[src/sv/rc5_pkg.sv]
// Package: shared constants and types for the RC5-32 engine.
package rc5_pkg;

  localparam int MAX_ROUNDS_DEF    = 32;
  localparam int MAX_KEY_BYTES_DEF = 64;

  localparam logic [31:0] RC5_P = 32'hB7E15163;
  localparam logic [31:0] RC5_Q = 32'h9E3779B9;

  localparam int ROUND_W = 6;
  localparam int KLEN_W  = 7;
  localparam int CFG_IDX_W = 1;
  localparam int CFG_DATA_W = 7;

  localparam logic [CFG_IDX_W-1:0] REG_ROUND_COUNT = 1'b0;
  localparam logic [CFG_IDX_W-1:0] REG_KEY_LENGTH  = 1'b1;

  typedef enum logic [1:0] {
    REQ_LOAD    = 2'd0,
    REQ_EXPAND  = 2'd1,
    REQ_ENCRYPT = 2'd2,
    REQ_DECRYPT = 2'd3
  } req_t;

  // Datapath operation selected by the controller.
  typedef enum logic [2:0] {
    OP_NONE,
    OP_INIT_WR,
    OP_MIX,
    OP_ENC_LOAD,
    OP_ENC_ROUND,
    OP_DEC_ROUND,
    OP_DEC_FINAL
  } op_t;

  typedef struct packed {
    op_t         op;
    logic        rk_rd_en;
    logic [7:0]  rk_rd_addr;
    logic        clr_ab;
    logic        half;   // which half of the round is processed
    logic        key_clear;
  } rc5_cmd_t;

  function automatic logic [31:0] rotl(input logic [31:0] x, input logic [4:0] s);
    logic [63:0] d;
    d = {x, x} << s;
    return d[63:32];
  endfunction

  function automatic logic [31:0] rotr(input logic [31:0] x, input logic [4:0] s);
    logic [63:0] d;
    d = {x, x} >> s;
    return d[31:0];
  endfunction

endpackage

[src/sv/rc5_ctrl.sv]
// Controller: sequences key loads, expansion and block rounds.
module rc5_ctrl
  import rc5_pkg::*;
#(
  parameter int MAX_ROUNDS    = MAX_ROUNDS_DEF,
  parameter int MAX_KEY_BYTES = MAX_KEY_BYTES_DEF,
  parameter int RK_DEPTH      = 2 * MAX_ROUNDS + 2,
  parameter int RK_AW         = $clog2(RK_DEPTH),
  parameter int KW_DEPTH      = (MAX_KEY_BYTES + 3) / 4,
  parameter int KW_AW         = (KW_DEPTH > 1) ? $clog2(KW_DEPTH) : 1,
  parameter int KB_W          = $clog2(MAX_KEY_BYTES + 1)
) (
  input  logic              clk,
  input  logic              rst_n,
  input  logic              in_fire,
  input  logic [1:0]        in_type,
  input  logic [ROUND_W-1:0] round_cfg,
  input  logic [KLEN_W-1:0]  klen_cfg,
  input  logic              out_busy,
  output logic              idle,
  output logic              res_load,
  output rc5_cmd_t          cmd,
  output logic [RK_AW-1:0]  rk_wr_addr,
  output logic [KW_AW-1:0]  kw_idx,
  output logic [KB_W-1:0]   key_len
);
  typedef enum logic [5:0] {
    S_IDLE  = 6'b000001,
    S_INIT  = 6'b000010,
    S_MIXRD = 6'b000100,
    S_MIX   = 6'b001000,
    S_BLK   = 6'b010000,
    S_DONE  = 6'b100000
  } state_t;

  localparam int CNT_W = $clog2(3 * (RK_DEPTH > KW_DEPTH ? RK_DEPTH : KW_DEPTH) + 1);

  state_t state_r, state_nxt;
  logic [RK_AW-1:0] i_r, i_nxt;
  logic [KW_AW-1:0] j_r, j_nxt;
  logic [CNT_W-1:0] n_r, n_nxt;
  logic [7:0]       step_r, step_nxt;   // block half-step counter
  logic             dec_r, dec_nxt;
  logic [7:0]       r_eff;
  logic [RK_AW-1:0] t_words;
  logic [KW_AW:0]   c_words;
  logic [7:0]       last_step;
  logic [7:0]       rd_addr;

  always_comb begin
    r_eff = 8'(round_cfg);
    if (r_eff == 8'd0) r_eff = 8'd1;
    if (32'(r_eff) > MAX_ROUNDS) r_eff = 8'(MAX_ROUNDS);
    key_len = KB_W'(klen_cfg);
    if (klen_cfg == '0) key_len = KB_W'(1);
    if (32'(klen_cfg) > MAX_KEY_BYTES) key_len = KB_W'(MAX_KEY_BYTES);
    t_words   = RK_AW'({r_eff, 1'b0} + 9'd2);
    c_words   = (KW_AW + 1)'((32'(key_len) + 3) >> 2);
    last_step = 8'({r_eff, 1'b0} + 9'd1);
  end

  // address of round key used by the next half step of a block
  always_comb begin
    if (dec_r) rd_addr = last_step - step_nxt;
    else rd_addr = step_nxt;
  end

  always_comb begin
    state_nxt = state_r;
    i_nxt = i_r;
    j_nxt = j_r;
    n_nxt = n_r;
    step_nxt = step_r;
    dec_nxt = dec_r;
    cmd = '0;
    cmd.op = OP_NONE;
    res_load = 1'b0;
    unique case (state_r)
      S_IDLE: begin
        if (in_fire && (in_type == REQ_EXPAND)) begin
          state_nxt = S_INIT;
          i_nxt = '0;
          cmd.clr_ab = 1'b1;
        end else if (in_fire && (in_type == REQ_ENCRYPT || in_type == REQ_DECRYPT)) begin
          state_nxt = S_BLK;
          dec_nxt = (in_type == REQ_DECRYPT);
          step_nxt = '0;
          cmd.rk_rd_en = 1'b1;
          cmd.rk_rd_addr = (in_type == REQ_DECRYPT) ? last_step : 8'd0;
        end
      end
      S_INIT: begin
        cmd.op = OP_INIT_WR;
        if (i_r == t_words - 1'b1) begin
          i_nxt = '0;
          j_nxt = '0;
          n_nxt = CNT_W'(3) * CNT_W'((32'(t_words) > 32'(c_words)) ? 32'(t_words)
                                                                  : 32'(c_words));
          state_nxt = S_MIXRD;
        end else begin
          i_nxt = i_r + 1'b1;
        end
      end
      S_MIXRD: begin
        cmd.rk_rd_en = 1'b1;
        cmd.rk_rd_addr = 8'(i_r);
        state_nxt = S_MIX;
      end
      S_MIX: begin
        cmd.op = OP_MIX;
        i_nxt = (i_r == t_words - 1'b1) ? '0 : i_r + 1'b1;
        j_nxt = (32'(j_r) == 32'(c_words) - 1) ? '0 : j_r + 1'b1;
        n_nxt = n_r - 1'b1;
        if (n_r == CNT_W'(1)) begin
          state_nxt = S_IDLE;
          cmd.key_clear = 1'b1;
        end else begin
          state_nxt = S_MIXRD;
        end
      end
      S_BLK: begin
        cmd.half = step_r[0] ^ dec_r;
        if (!dec_r) cmd.op = (step_r < 8'd2) ? OP_ENC_LOAD : OP_ENC_ROUND;
        else cmd.op = (step_r < last_step - 8'd1) ? OP_DEC_ROUND : OP_DEC_FINAL;
        if (step_r == last_step) begin
          state_nxt = S_DONE;
        end else begin
          step_nxt = step_r + 1'b1;
          cmd.rk_rd_en = 1'b1;
          cmd.rk_rd_addr = rd_addr;
        end
      end
      S_DONE: begin
        if (!out_busy) begin
          res_load = 1'b1;
          state_nxt = S_IDLE;
        end
      end
      default: state_nxt = S_IDLE;
    endcase
  end

  always_ff @(posedge clk) begin
    if (!rst_n) begin
      state_r <= S_IDLE;
      i_r <= '0;
      j_r <= '0;
      n_r <= '0;
      step_r <= '0;
      dec_r <= 1'b0;
    end else begin
      state_r <= state_nxt;
      i_r <= i_nxt;
      j_r <= j_nxt;
      n_r <= n_nxt;
      step_r <= step_nxt;
      dec_r <= dec_nxt;
    end
  end

  assign idle = (state_r == S_IDLE);
  assign rk_wr_addr = i_r;
  assign kw_idx = j_r;
endmodule

[config.mk]
export PLATFORM = sky130hd
export DESIGN_NAME = rc5_ctrl
export DESIGN_NICKNAME = d
export VERILOG_FILES = /design/src/sv/rc5_pkg.sv /design/src/sv/rc5_ctrl.sv
export SDC_FILE = /design/constraint.sdc
export NUM_CORES = 1
export LEC_CHECK = 0
export BUFFER_PORTS_ARGS = -buffer_cell sky130_fd_sc_hd__clkbuf_2
export CAP_MARGIN = 5
export CORE_UTILIZATION = 58
export DETAILED_ROUTE_END_ITERATION = 16
export PLACE_DENSITY = 0.79
export SLEW_MARGIN = 15
export SYNTH_ARGS = -nofsm -noshare
export SYNTH_HDL_FRONTEND = slang
export SYNTH_SLANG_ARGS = --single-unit
export TNS_END_PERCENT = 5
[constraint.sdc]
create_clock -name clk -period 5.7 [get_ports clk]
set_input_delay 0.57 -clock clk [delete_from_list [all_inputs] [get_ports clk]]
set_output_delay 0.57 -clock clk [all_outputs]
set_load 0.02 [all_outputs]
==> metrics.txt <==
run status complete, no violations; clock tree from TritonCTS yes; reg2reg path depth 5; leakage power of the design 1.56 nW; first-pass GRT wire length between 10,000 and 15,000 µm; clock network latency to the later pin of the worst-skew pair 290 ps; Resize count post-CTS 0; post-synthesis async set-or-reset flop share 0%; Finished Core Util 68.0%; count leader, synth sky130_fd_sc_hd__nand2_1; number of buffers created by CTS 5; Detailed Route WL 9030 µm; average wire length per cell after detail routing 15.8 µm; Buffers on Ports 53; synth-to-layout area growth 10.7%; max-capacitance violation count 0; synthesized area about 0.0035 mm²; library cell used as clock root buffer sky130_fd_sc_hd__clkbuf_8; number of fill cells 476; start point of the worst hold path n_r[5]; Final Slew Violations 0; antenna violations before repair 0; DRC violations left 0; routability congestion estimate slightly below 0.9; final worst hold slack ~500 ps; overall power of the completed layout 0.656 mW; r2r endpoint kw_idx[3]; number of nets in the synthesized netlist between 500 and 600; vertical die dimension 79.3 µm; Synth top area share slightly below 20%; share of post-route cells with drive strength above 1 16.2%; transition at the pin with the smallest max-transition slack 1150 ps; Fin Clk Skew 6.23 ps; Setup TNS 0 ps; grt total ovfl 0; Post-DRT Antenna Nets 0; half-perimeter wire length after placement 6830 µm; vias per inst 6.15; Starting Density 61.5%; vias in the first global route 3,182; synthesized area per cell approximately 7.6 µm²; number of vias in the routed layout 3,524; arrival time of data at the critical path endpoint 4490 ps; RSZ-0062 raised after global routing no; fin worst setup slack between 600 and 700 ps; area of the core 0.00564 mm²; list of most frequent post-synthesis cells sky130_fd_sc_hd__nand2_1 (43), sky130_fd_sc_hd__nor2_1 (41), sky130_fd_sc_hd__dfxtp_1 (34); Antenna diodes 0; maximum number of pins on one net before global-route repair 19; Syn Inst Count between 400 and 500; Seq/Total Area, Yosys 19.6%; CTS max path bufs 2; # nets final 550; CP startpoint kind input port; combined area of the multi-input logic cells 0.00259 mm²; Min-Delay Endpoint n_r[5]; most frequently used flop master after synthesis sky130_fd_sc_hd__dfxtp_1; global routing usage summed across all routing layers 29.4%; P per Cell Area 171 mW/mm²; library cell with the largest summed area after synthesis sky130_fd_sc_hd__dfxtp_1; Reg area approximately 700 µm²; Critical Path Fanout Max 10; highest clock rate slightly below 0.2 GHz; required time of the worst setup path a little over 5000 ps; Hold Buf Count CTS 0; post-synthesis cell type count 73; Min-Delay Path Class reg2reg; r2r setup slk ~3100 ps; category of the most critical setup path in2out; final hold violation count 0; register bit total from synthesis 34; clk slew on worst S/H paths 80 ps; clock period minus final worst setup slack 5060 ps; horizontal die dimension 79.3 µm; # Post-CTS Setup Buffers 0; pre-CTS WS 777 ps; number of synthesis warnings 0; number of I/O pins 54; post-route clock period utilization 88.8%; kind of capture point of the worst setup path output port; TritonCTS sink count 34; Setup violations, final 0; number of enable-type register cells in the synthesized netlist 0; die footprint 0.00629 mm²; top cells by area, synth sky130_fd_sc_hd__dfxtp_1 (20%), sky130_fd_sc_hd__ha_1 (10%), sky130_fd_sc_hd__xnor2_1 (6.8%); Placement Rows 27; worst rel slew slack 22.6%; worst flop-to-flop path startpoint state_r[3]; number of DRC markers in iteration 0 171; Min-Delay Path Depth 2; length of the first detailed-routing pass in iterations 5; worst voltage drop across the vdd grid 139 µV; CTS H-tree lvls 2
==> layer usage <==
metal  track usage (%)  vias up  share of wire, %
met5                 0        -                 0
met4              8.91        0               1.3
met3              4.94       10               6.4
met2              53.5      148                49
met1              34.9     1620                43
li1                  -     1746                 -
==> worst max-delay path: stages <==
cell and delay [ps]:
sky130_fd_sc_hd__clkbuf_2 190, sky130_fd_sc_hd__nor2b_1 420, sky130_fd_sc_hd__inv_1 150, sky130_fd_sc_hd__ha_1 320, sky130_fd_sc_hd__and4b_1 230, sky130_fd_sc_hd__nand2_1 140, sky130_fd_sc_hd__nand2_1 110, sky130_fd_sc_hd__o31ai_1 530
sky130_fd_sc_hd__inv_1 140, sky130_fd_sc_hd__ha_1 300, sky130_fd_sc_hd__nor2b_1 130, sky130_fd_sc_hd__o21ai_0 160, sky130_fd_sc_hd__nand2b_1 120, sky130_fd_sc_hd__a21o_1 190, sky130_fd_sc_hd__a21oi_1 180, sky130_fd_sc_hd__mux2i_1 100
sky130_fd_sc_hd__or3_1 350, sky130_fd_sc_hd__clkbuf_2 160
==> cell type report <==
type                            count  share of cell area, %
Tap cell                           72                   2.35
Clock buffer                        5                   1.79
Multi-Input combinational cell    381                   67.5
Clock inverter                      3                   1.17
Inverter                           24                   2.35
Sequential cell                    34                   17.7
Timing Repair Buffer               54                   7.11
==> cells by family (layout without fill, tap and decap cells) <==
group | Yosys count | count (layout) | share of synthesized area [%]
AOI/OAI and AO/OA | 116 | 116 | 21.7
buffers and inverters | 44 | 86 | 5.67
adders and majority gates | 31 | 31 | 11.6
xor gates and xnor gates | 37 | 37 | 9.56
and+or+nand+nor | 191 | 191 | 30.0
DFF | 34 | 34 | 19.6
muxes | 6 | 6 | 1.80
==> where the power goes <==
| group | internal (mW) | switching (mW) |
|---|---|---|
| clock network | 0.130 | 0.103 |
| registers | 0.239 | 0.00506 |
| logic | 0.0709 | 0.108 |
| total | 0.441 | 0.216 |
==> cell usage in the layout, fill, tap and decap left out, types with 7 or more instances in the layout <==
| master | synthesis | final |
|---|---|---|
| sky130_fd_sc_hd__dfxtp_1 | 34 | 34 |
| sky130_fd_sc_hd__xor2_1 | 9 | 9 |
| sky130_fd_sc_hd__nor2b_1 | 15 | 15 |
| sky130_fd_sc_hd__nand4_1 | 8 | 8 |
| sky130_fd_sc_hd__o21ai_0 | 29 | 29 |
| sky130_fd_sc_hd__nor3_1 | 15 | 15 |
| sky130_fd_sc_hd__inv_1 | 20 | 20 |
| sky130_fd_sc_hd__clkbuf_2 | 0 | 53 |
| sky130_fd_sc_hd__nand2_1 | 43 | 43 |
| sky130_fd_sc_hd__a21oi_1 | 24 | 24 |
| sky130_fd_sc_hd__nand3_1 | 17 | 17 |
| sky130_fd_sc_hd__ha_1 | 29 | 29 |
| sky130_fd_sc_hd__a211oi_1 | 9 | 9 |
| sky130_fd_sc_hd__nand2b_1 | 7 | 7 |
| sky130_fd_sc_hd__xnor2_1 | 27 | 27 |
| sky130_fd_sc_hd__nor2_1 | 41 | 41 |
==> through the flow <==
| step | cells | instance area (µm²) |
|---|---|---|
| 2_1_floorplan | 459 | 3470 |
| 3_3_place_gp | 565 | 3720 |
| 3_5_place_dp | 565 | 3720 |
| 4_1_cts | 573 | 3840 |
| 5_1_grt | 573 | 3840 |
| 6_report | 573 | 3840 |
==> registers in the layout, indices dropped and copies added (netlist names) <==
register / cells
step_r: 8
dec_r: 1
rk_wr_addr: 7
kw_idx: 4
n_r: 8
state_r: 6
==> worst max path at each step <==
stage	slack [ps]	end	start	cells past startpoint
CTS	730	cmd[9]	round_cfg[5]	18
global placement	860	cmd[9]	round_cfg[5]	18
floorplan	1420	n_r[7]	round_cfg[2]	21
global route	410	cmd[9]	round_cfg[5]	18
finish	640	cmd[9]	round_cfg[5]	18
detailed placement	780	cmd[9]	round_cfg[2]	19
(Power assumes the default switching activity.)
