--- src/sv/rc5_pkg.sv ---
// Package: shared constants and types for the RC5-32 engine.
package rc5_pkg;

  localparam int MAX_ROUNDS_DEF    = 32;
  localparam int MAX_KEY_BYTES_DEF = 64;

  localparam logic [31:0] RC5_P = 32'hB7E15163;
  localparam logic [31:0] RC5_Q = 32'h9E3779B9;

  localparam int ROUND_W = 6;
  localparam int KLEN_W  = 7;
  localparam int CFG_IDX_W = 1;
  localparam int CFG_DATA_W = 7;

  localparam logic [CFG_IDX_W-1:0] REG_ROUND_COUNT = 1'b0;
  localparam logic [CFG_IDX_W-1:0] REG_KEY_LENGTH  = 1'b1;

  typedef enum logic [1:0] {
    REQ_LOAD    = 2'd0,
    REQ_EXPAND  = 2'd1,
    REQ_ENCRYPT = 2'd2,
    REQ_DECRYPT = 2'd3
  } req_t;

  // Datapath operation selected by the controller.
  typedef enum logic [2:0] {
    OP_NONE,
    OP_INIT_WR,
    OP_MIX,
    OP_ENC_LOAD,
    OP_ENC_ROUND,
    OP_DEC_ROUND,
    OP_DEC_FINAL
  } op_t;

  typedef struct packed {
    op_t         op;
    logic        rk_rd_en;
    logic [7:0]  rk_rd_addr;
    logic        clr_ab;
    logic        half;   // which half of the round is processed
    logic        key_clear;
  } rc5_cmd_t;

  function automatic logic [31:0] rotl(input logic [31:0] x, input logic [4:0] s);
    logic [63:0] d;
    d = {x, x} << s;
    return d[63:32];
  endfunction

  function automatic logic [31:0] rotr(input logic [31:0] x, input logic [4:0] s);
    logic [63:0] d;
    d = {x, x} >> s;
    return d[31:0];
  endfunction

endpackage

--- src/sv/rc5_ram.sv ---
// Generic single-port-write, one-read RAM with registered read data.
module rc5_ram #(
  parameter int WIDTH = 32,
  parameter int DEPTH = 66
) (
  input  logic                     clk,
  input  logic                     wr_en,
  input  logic [$clog2(DEPTH)-1:0] wr_addr,
  input  logic [WIDTH-1:0]         wr_data,
  input  logic                     rd_en,
  input  logic [$clog2(DEPTH)-1:0] rd_addr,
  output logic [WIDTH-1:0]         rd_data
);
  logic [WIDTH-1:0] mem_r [DEPTH];

  always_ff @(posedge clk) begin
    if (wr_en) mem_r[wr_addr] <= wr_data;
    if (rd_en) rd_data <= mem_r[rd_addr];
  end
endmodule

--- src/sv/rc5_datapath.sv ---
// Datapath: key word store, round key RAM and the A/B mixing registers.
module rc5_datapath
  import rc5_pkg::*;
#(
  parameter int MAX_ROUNDS    = MAX_ROUNDS_DEF,
  parameter int MAX_KEY_BYTES = MAX_KEY_BYTES_DEF,
  parameter int RK_DEPTH      = 2 * MAX_ROUNDS + 2,
  parameter int RK_AW         = $clog2(RK_DEPTH),
  parameter int KW_DEPTH      = (MAX_KEY_BYTES + 3) / 4,
  parameter int KW_AW         = (KW_DEPTH > 1) ? $clog2(KW_DEPTH) : 1,
  parameter int KB_W          = $clog2(MAX_KEY_BYTES + 1)
) (
  input  logic              clk,
  input  logic              rst_n,
  input  rc5_cmd_t          cmd,
  input  logic [RK_AW-1:0]  rk_wr_addr,
  input  logic [KW_AW-1:0]  kw_idx,
  input  logic [KB_W-1:0]   key_len,
  // key byte load
  input  logic              load_en,
  input  logic [5:0]        load_idx,
  input  logic [7:0]        load_byte,
  // block capture
  input  logic              blk_en,
  input  logic [31:0]       blk_low,
  input  logic [31:0]       blk_high,
  output logic [31:0]       a_out,
  output logic [31:0]       b_out
);
  logic [31:0] kw_r [KW_DEPTH];
  logic [31:0] a_r, b_r;
  logic [31:0] init_r;
  logic [31:0] rk_rd;
  logic        rk_we;
  logic [31:0] rk_wd;
  logic [31:0] kw_masked, mix_a, mix_b, sum_ab;

  rc5_ram #(.WIDTH(32), .DEPTH(RK_DEPTH)) u_rk (
    .clk(clk), .wr_en(rk_we), .wr_addr(rk_wr_addr), .wr_data(rk_wd),
    .rd_en(cmd.rk_rd_en), .rd_addr(cmd.rk_rd_addr[RK_AW-1:0]), .rd_data(rk_rd)
  );

  always_comb begin
    kw_masked = kw_r[kw_idx];
    mix_a  = rotl(rk_rd + a_r + b_r, 5'd3);
    sum_ab = mix_a + b_r;
    mix_b  = rotl(kw_masked + sum_ab, sum_ab[4:0]);
  end

  always_comb begin
    rk_we = 1'b0;
    rk_wd = init_r;
    case (cmd.op)
      OP_INIT_WR: rk_we = 1'b1;
      OP_MIX: begin
        rk_we = 1'b1;
        rk_wd = mix_a;
      end
      default: ;
    endcase
  end

  always_ff @(posedge clk) begin
    if (!rst_n) begin
      for (int w = 0; w < KW_DEPTH; w++) kw_r[w] <= '0;
    end else if (cmd.key_clear) begin
      for (int w = 0; w < KW_DEPTH; w++) kw_r[w] <= '0;
    end else if (cmd.clr_ab) begin
      // drop key bytes at or beyond the key length before mixing starts
      for (int w = 0; w < KW_DEPTH; w++) begin
        for (int k = 0; k < 4; k++) begin
          if ((w * 4 + k) >= 32'(key_len)) kw_r[w][8*k +: 8] <= 8'h00;
        end
      end
    end else if (cmd.op == OP_MIX) begin
      kw_r[kw_idx] <= mix_b;
    end else if (load_en && (32'(load_idx) < MAX_KEY_BYTES)) begin
      kw_r[load_idx[2 +: KW_AW]][8*load_idx[1:0] +: 8] <= load_byte;
    end
  end

  always_ff @(posedge clk) begin
    if (cmd.op == OP_INIT_WR) init_r <= init_r + RC5_Q;
    else if (cmd.clr_ab) init_r <= RC5_P;
    if (blk_en) begin
      a_r <= blk_low;
      b_r <= blk_high;
    end else if (cmd.clr_ab) begin
      a_r <= '0;
      b_r <= '0;
    end else begin
      case (cmd.op)
        OP_MIX: begin
          a_r <= mix_a;
          b_r <= mix_b;
        end
        OP_ENC_LOAD: begin
          if (cmd.half) b_r <= b_r + rk_rd;
          else a_r <= a_r + rk_rd;
        end
        OP_ENC_ROUND: begin
          if (cmd.half) b_r <= rotl(b_r ^ a_r, a_r[4:0]) + rk_rd;
          else a_r <= rotl(a_r ^ b_r, b_r[4:0]) + rk_rd;
        end
        OP_DEC_ROUND: begin
          if (cmd.half) b_r <= rotr(b_r - rk_rd, a_r[4:0]) ^ a_r;
          else a_r <= rotr(a_r - rk_rd, b_r[4:0]) ^ b_r;
        end
        OP_DEC_FINAL: begin
          if (cmd.half) b_r <= b_r - rk_rd;
          else a_r <= a_r - rk_rd;
        end
        default: ;
      endcase
    end
  end

  assign a_out = a_r;
  assign b_out = b_r;
endmodule

--- config.mk ---
export PLATFORM = sky130hd
export DESIGN_NAME = rc5_datapath
export DESIGN_NICKNAME = d
export VERILOG_FILES = /design/src/sv/rc5_pkg.sv /design/src/sv/rc5_ram.sv /design/src/sv/rc5_datapath.sv
export SDC_FILE = /design/constraint.sdc
export NUM_CORES = 2
export LEC_CHECK = 0
export BUFFER_PORTS_ARGS = -buffer_cell sky130_fd_sc_hd__buf_4
export CAP_MARGIN = 20
export CORE_MARGIN = 2
export CORE_UTILIZATION = 65
export DETAILED_ROUTE_END_ITERATION = 7
export GPL_TIMING_DRIVEN = 0
export PLACE_DENSITY = 0.83
export SLEW_MARGIN = 25
export SYNTH_ARGS = -nofsm -noshare
export SYNTH_HDL_FRONTEND = slang
export SYNTH_SLANG_ARGS = --single-unit
--- constraint.sdc ---
create_clock -name clk -period 32.6 [get_ports clk]
set_input_delay 3.26 -clock clk [delete_from_list [all_inputs] [get_ports clk]]
set_output_delay 3.26 -clock clk [all_outputs]
set_load 0.005 [all_outputs]
==> run_results.csv, run 1 <==
group,metric,value,unit
clocking,cts_resized,0,
die,die_h,465,µm
placement,dp_cells,12600,
run_status,outcome,"did not finish",
die,start_util,65.3,%
clocking,root_buffer,"clkbuf_16",
clocking,numCtsBuffers,287,
global_route,grt_overflow,12200,
logic_synthesis,yosys.area.top_type_share,59.8,%
placement,numPortBuffers,165,
clocking,cts_hold_buf,0,
clocking,clock_path_buffers,4,
global_route,grt_pass1_wl,1410000,µm
clocking,cts_setup_buffers,0,
die,fp.dieW,465,µm
logic_synthesis,ys_seq_area_share,59.8,%
die,io_pins,179,
logic_synthesis,async_reset_ff_share,0,%
placement,dp_hpwl,582000,µm
placement,gp_congestion,1.12,
logic_synthesis,ys.flop_type,"edfxtp_1",
logic_synthesis,yosys.area.top_type,"edfxtp_1",
logic_synthesis,ys_seq_elements,2752,
logic_synthesis,syn-cell-area,0.138,mm²
logic_synthesis,syn_area_per_cell,14.6,µm²
run_status,haltStage,"global routing",
global_route,grt_start_max_net_pins,67,
clocking,cts.sinks,2752,
logic_synthesis,synthCells,9486,
logic_synthesis,synthDistinctLibCells,102,
clocking,h-tree-depth,5,
run_status,stop_error,"[ERROR GRT-0116] Global routing finished with congestion. Check the congestion regions in the DRC Viewer.",
global_route,grt_pass1_vias,141000,
logic_synthesis,synth_edf_count,2752,
logic_synthesis,synth_common_cells,"2,752 x edfxtp_1, 975 x nor2_1, 929 x mux4_2",
logic_synthesis,syn_nets,9866,
logic_synthesis,ys_top_cells_by_area,"edfxtp_1 60%, mux4_2 15%, nor2_1 2.6%, ha_1 2.3%, a21oi_1 2.0%",
die,rows,169,
placement,dpl_worst_slack,15.89,ns
logic_synthesis,ys_warn_count,0,
logic_synthesis,yosysMostFrequentCell,"edfxtp_1",
global_route,grt_usage,96.8,%
[layer usage]
layer / overflow / global-route usage [%]
met1: 1970 / 94.6
met2: 6020 / 109
met3: 1527 / 87.0
met4: 2470 / 96.1
met5: 226 / 72.9
[per-stage QoR]
stage	hold slack [ns]	cell area [µm²]	utilization [%]
after floorplan	0.561	138000	-
after global placement	0.583	143000	67.5
after detailed placement	0.716	147000	69.7
after CTS	0.770	156000	73.8
[kinds of logic after synthesis]
kind of cell               synth area share, %
xor gates and xnor gates                  2.04
adders and majority gates                 2.44
DFF                                       59.8
and+or+nand+nor                           7.44
buffers and inverters                     2.12
muxes                                     17.2
AOI/OAI and AO/OA                         8.91
==> inputs of run 2 (changes only) <==
--- a/config.mk
+++ b/config.mk
@@ -8,10 +8,10 @@
 export BUFFER_PORTS_ARGS = -buffer_cell sky130_fd_sc_hd__buf_4
 export CAP_MARGIN = 20
 export CORE_MARGIN = 2
-export CORE_UTILIZATION = 65
+export CORE_UTILIZATION = 40
 export DETAILED_ROUTE_END_ITERATION = 7
 export GPL_TIMING_DRIVEN = 0
-export PLACE_DENSITY = 0.83
+export PLACE_DENSITY_LB_ADDON = 0.15
 export SLEW_MARGIN = 25
 export SYNTH_ARGS = -nofsm -noshare
 export SYNTH_HDL_FRONTEND = slang
==> run 2 against run 1 <==
Against the previous run:
- the flow now finishes without violations
- synthesized area unchanged
- synthesized cell count unchanged
==> run_results.csv, run 2 <==
group,metric,value,unit
run_status,outcome,"complete, no violations",
flow_run,cap_violations,0,
placement,dp_cells,14400,
worst_hold_path,min_to,"init_r[0]",
worst_setup_path,r2r_start,"u_rk.rd_data[1]",
clocking,cts_resized,0,
worst_setup_path,crit_path_end_kind,"register",
sta,max-slew-margin-rel,14.8,%
logic_synthesis,ys_warn_count,0,
die,core-area,0.343,mm²
clocking,cts_setup_buffers,0,
clocking,clock_path_buffers,4,
logic_synthesis,syn_nets,9866,
cells_and_area,largest_reg_flops,2112,
routing,vias,95600,
cells_and_area,layout_commonest_cell,"edfxtp_1",
worst_hold_path,hold_class,"register to register",
logic_synthesis,yosysMostFrequentCell,"edfxtp_1",
routing,antenna_left,0,
cells_and_area,final_util,46.8,%
global_route,grt_start_max_net_pins,67,
worst_setup_path,path_delay_family,"compound AO/OA/AOI/OAI gates",
routing,wl_per_cell,38.4,µm
logic_synthesis,ys_seq_area_share,59.8,%
clocking,cts_hold_buf,0,
cells_and_area,top_register,"u_rk.mem_r",
sta,skew,0.0522,ns
logic_synthesis,syn_area_per_cell,14.6,µm²
logic_synthesis,synth_common_cells,"2,752 x edfxtp_1, 975 x nor2_1, 929 x mux4_2",
sta,grt_setup_unrepaired,"no",
logic_synthesis,synthCells,9486,
die,fp.dieW,592,µm
logic_synthesis,synth_edf_count,2752,
sta,slew_violations,0,
sta,hold_violations,0,
worst_setup_path,slowest_stage,"xnor2_1",
logic_synthesis,ys_seq_elements,2752,
worst_setup_path,crit_arrival,17.96,ns
routing,drcViolationCount,0,
die,rows,215,
cells_and_area,fin_cells,15000,
clocking,path_clk_slew,0.06,ns
cells_and_area,final_nets,10600,
cells_and_area,drive_above_1_share,20.6,%
worst_setup_path,cp.depth,48,
die,start_util,40.2,%
worst_setup_path,start_kind,"register",
worst_setup_path,critPathKind,"register to register",
cells_and_area,syn_to_final_growth,16.3,%
sta,setup_violations,0,
sta,tightest_slew,1.27,ns
logic_synthesis,syn-cell-area,0.138,mm²
clocking,root_buffer,"clkbuf_16",
cells_and_area,final_cell_mix,"2,752 x edfxtp_1, 929 x mux4_2, 905 x nor2_1, 574 x nand2_1, 556 x a21oi_1",
die,die_area,0.350,mm²
clocking,clk-insertion-delay-late,0.93,ns
global_route,grt_pass1_vias,92300,
die,die_h,592,µm
worst_setup_path,critical_path.reg2reg.endpoint,"kw_r[15][0]",
logic_synthesis,ys.flop_type,"edfxtp_1",
die,io_pins,179,
routing,postRouteWirelength,577000,µm
clocking,cts.sinks,2752,
sta,fin_setup_tns,0,ns
global_route,grt_usage,32.5,%
placement,dp_hpwl,445000,µm
worst_hold_path,min-delay-start,"init_r[0]",
placement,numPortBuffers,165,
logic_synthesis,yosys.area.top_type_share,59.8,%
global_route,grt_pass1_wl,780000,µm
logic_synthesis,yosys.area.top_type,"edfxtp_1",
cells_and_area,reg.largest.list,"u_rk.mem_r (2112), kw_r (512)",
worst_setup_path,critical_path.max_fanout,10,
worst_setup_path,path_buf_inv,4,
worst_setup_path,cp_common_cell,"a21oi_1",
routing,initialDrtViolationCount,13100,
logic_synthesis,synthDistinctLibCells,102,
worst_setup_path,crit_required,33.23,ns
sta,finalCritPeriodShare,53.1,%
clocking,numCtsBuffers,302,
worst_setup_path,r2r_setup_slack,15.28,ns
global_route,antenna_found_initial,65,
routing,drtPass1Iterations,6,
global_route,grt_overflow,0,
routing,via_per_inst,6.37,
logic_synthesis,ys_top_cells_by_area,"edfxtp_1 60%, mux4_2 15%, nor2_1 2.6%, ha_1 2.3%, a21oi_1 2.0%",
sta,fmax,57.7,MHz
worst_hold_path,whs_path_depth,1,
worst_setup_path,cpPeakStageDelay,0.99,ns
placement,gp_congestion,1.05,
clocking,cts_tree,"yes",
worst_setup_path,rr_worst_depth,48,
logic_synthesis,async_reset_ff_share,0,%
sta,min_period,17.32,ns
clocking,h-tree-depth,5,
## run 2: cell counts after synthesis
No cell type changed its count.
## run 2: cell type report
cell class | count | area, µm²
fill | 30000 | 183000
timing repair buffer | 396 | 6060
inverter | 162 | 608
clock inverter | 146 | 1390
sequential | 2752 | 82600
multi-input combinational | 5976 | 53700
clock buffer | 389 | 8010
antenna | 29 | 72.6
tap | 4557 | 5700
buffer | 596 | 2430
## run 2: layer usage
| layer | global-route usage (%) | vias to the layer above | part of all wire [%] |
|---|---|---|---|
| li1 | - | 39300 | - |
| met1 | 43.9 | 50100 | 40 |
| met2 | 49.6 | 5153 | 45 |
| met3 | 6.70 | 1012 | 8.9 |
| met4 | 17.5 | 20 | 6.3 |
| met5 | 0 | - | 0.022 |
## run 2: worst reg2reg max path, delay by kind of cell, from the launching register on
family          cells  cell delay (ns)
compound gates     27             8.91
xor+xnor            3             1.81
fa+ha+maj           4             1.87
buf+inv             4             1.70
flops               1             0.93
simple gates       10             1.81
## run 2: how the worst max path moves through the flow
stage / from / endpoint / slack [ns]
final: u_rk.rd_data[1] / kw_r[15][0] / 15.28
after global routing: u_rk.rd_data[1] / kw_r[15][0] / 14.88
after CTS: u_rk.rd_data[1] / kw_r[12][7] / 15.70
after detailed placement: u_rk.rd_data[1] / kw_r[12][7] / 15.80
after global placement: u_rk.rd_data[11] / kw_r[2][12] / 15.64
after floorplan: u_rk.rd_data[0] / kw_r[6][4] / 21.87
## run 2: through the flow
stage          instance area (µm²)  hold WS, ns  worst slack (ns)
2_1_floorplan               138000        0.561             21.87
4_1_cts                     160000        0.621             15.70
6_report                    161000        0.625             15.28
5_1_grt                     161000        0.658             14.88
3_3_place_gp                145000        0.595             15.64
3_5_place_dp                151000        0.589             15.80
## run 2: cells by family after synthesis
family	synth area share, %
compound gates	8.91
simple gates	7.44
mux	17.2
buf+inv	2.12
flops	59.8
fa+ha+maj	2.44
xor+xnor	2.04
Power of run 2 is not shown: default switching activity piles up to over one toggle a cycle in this logic, so the estimate is an artifact.
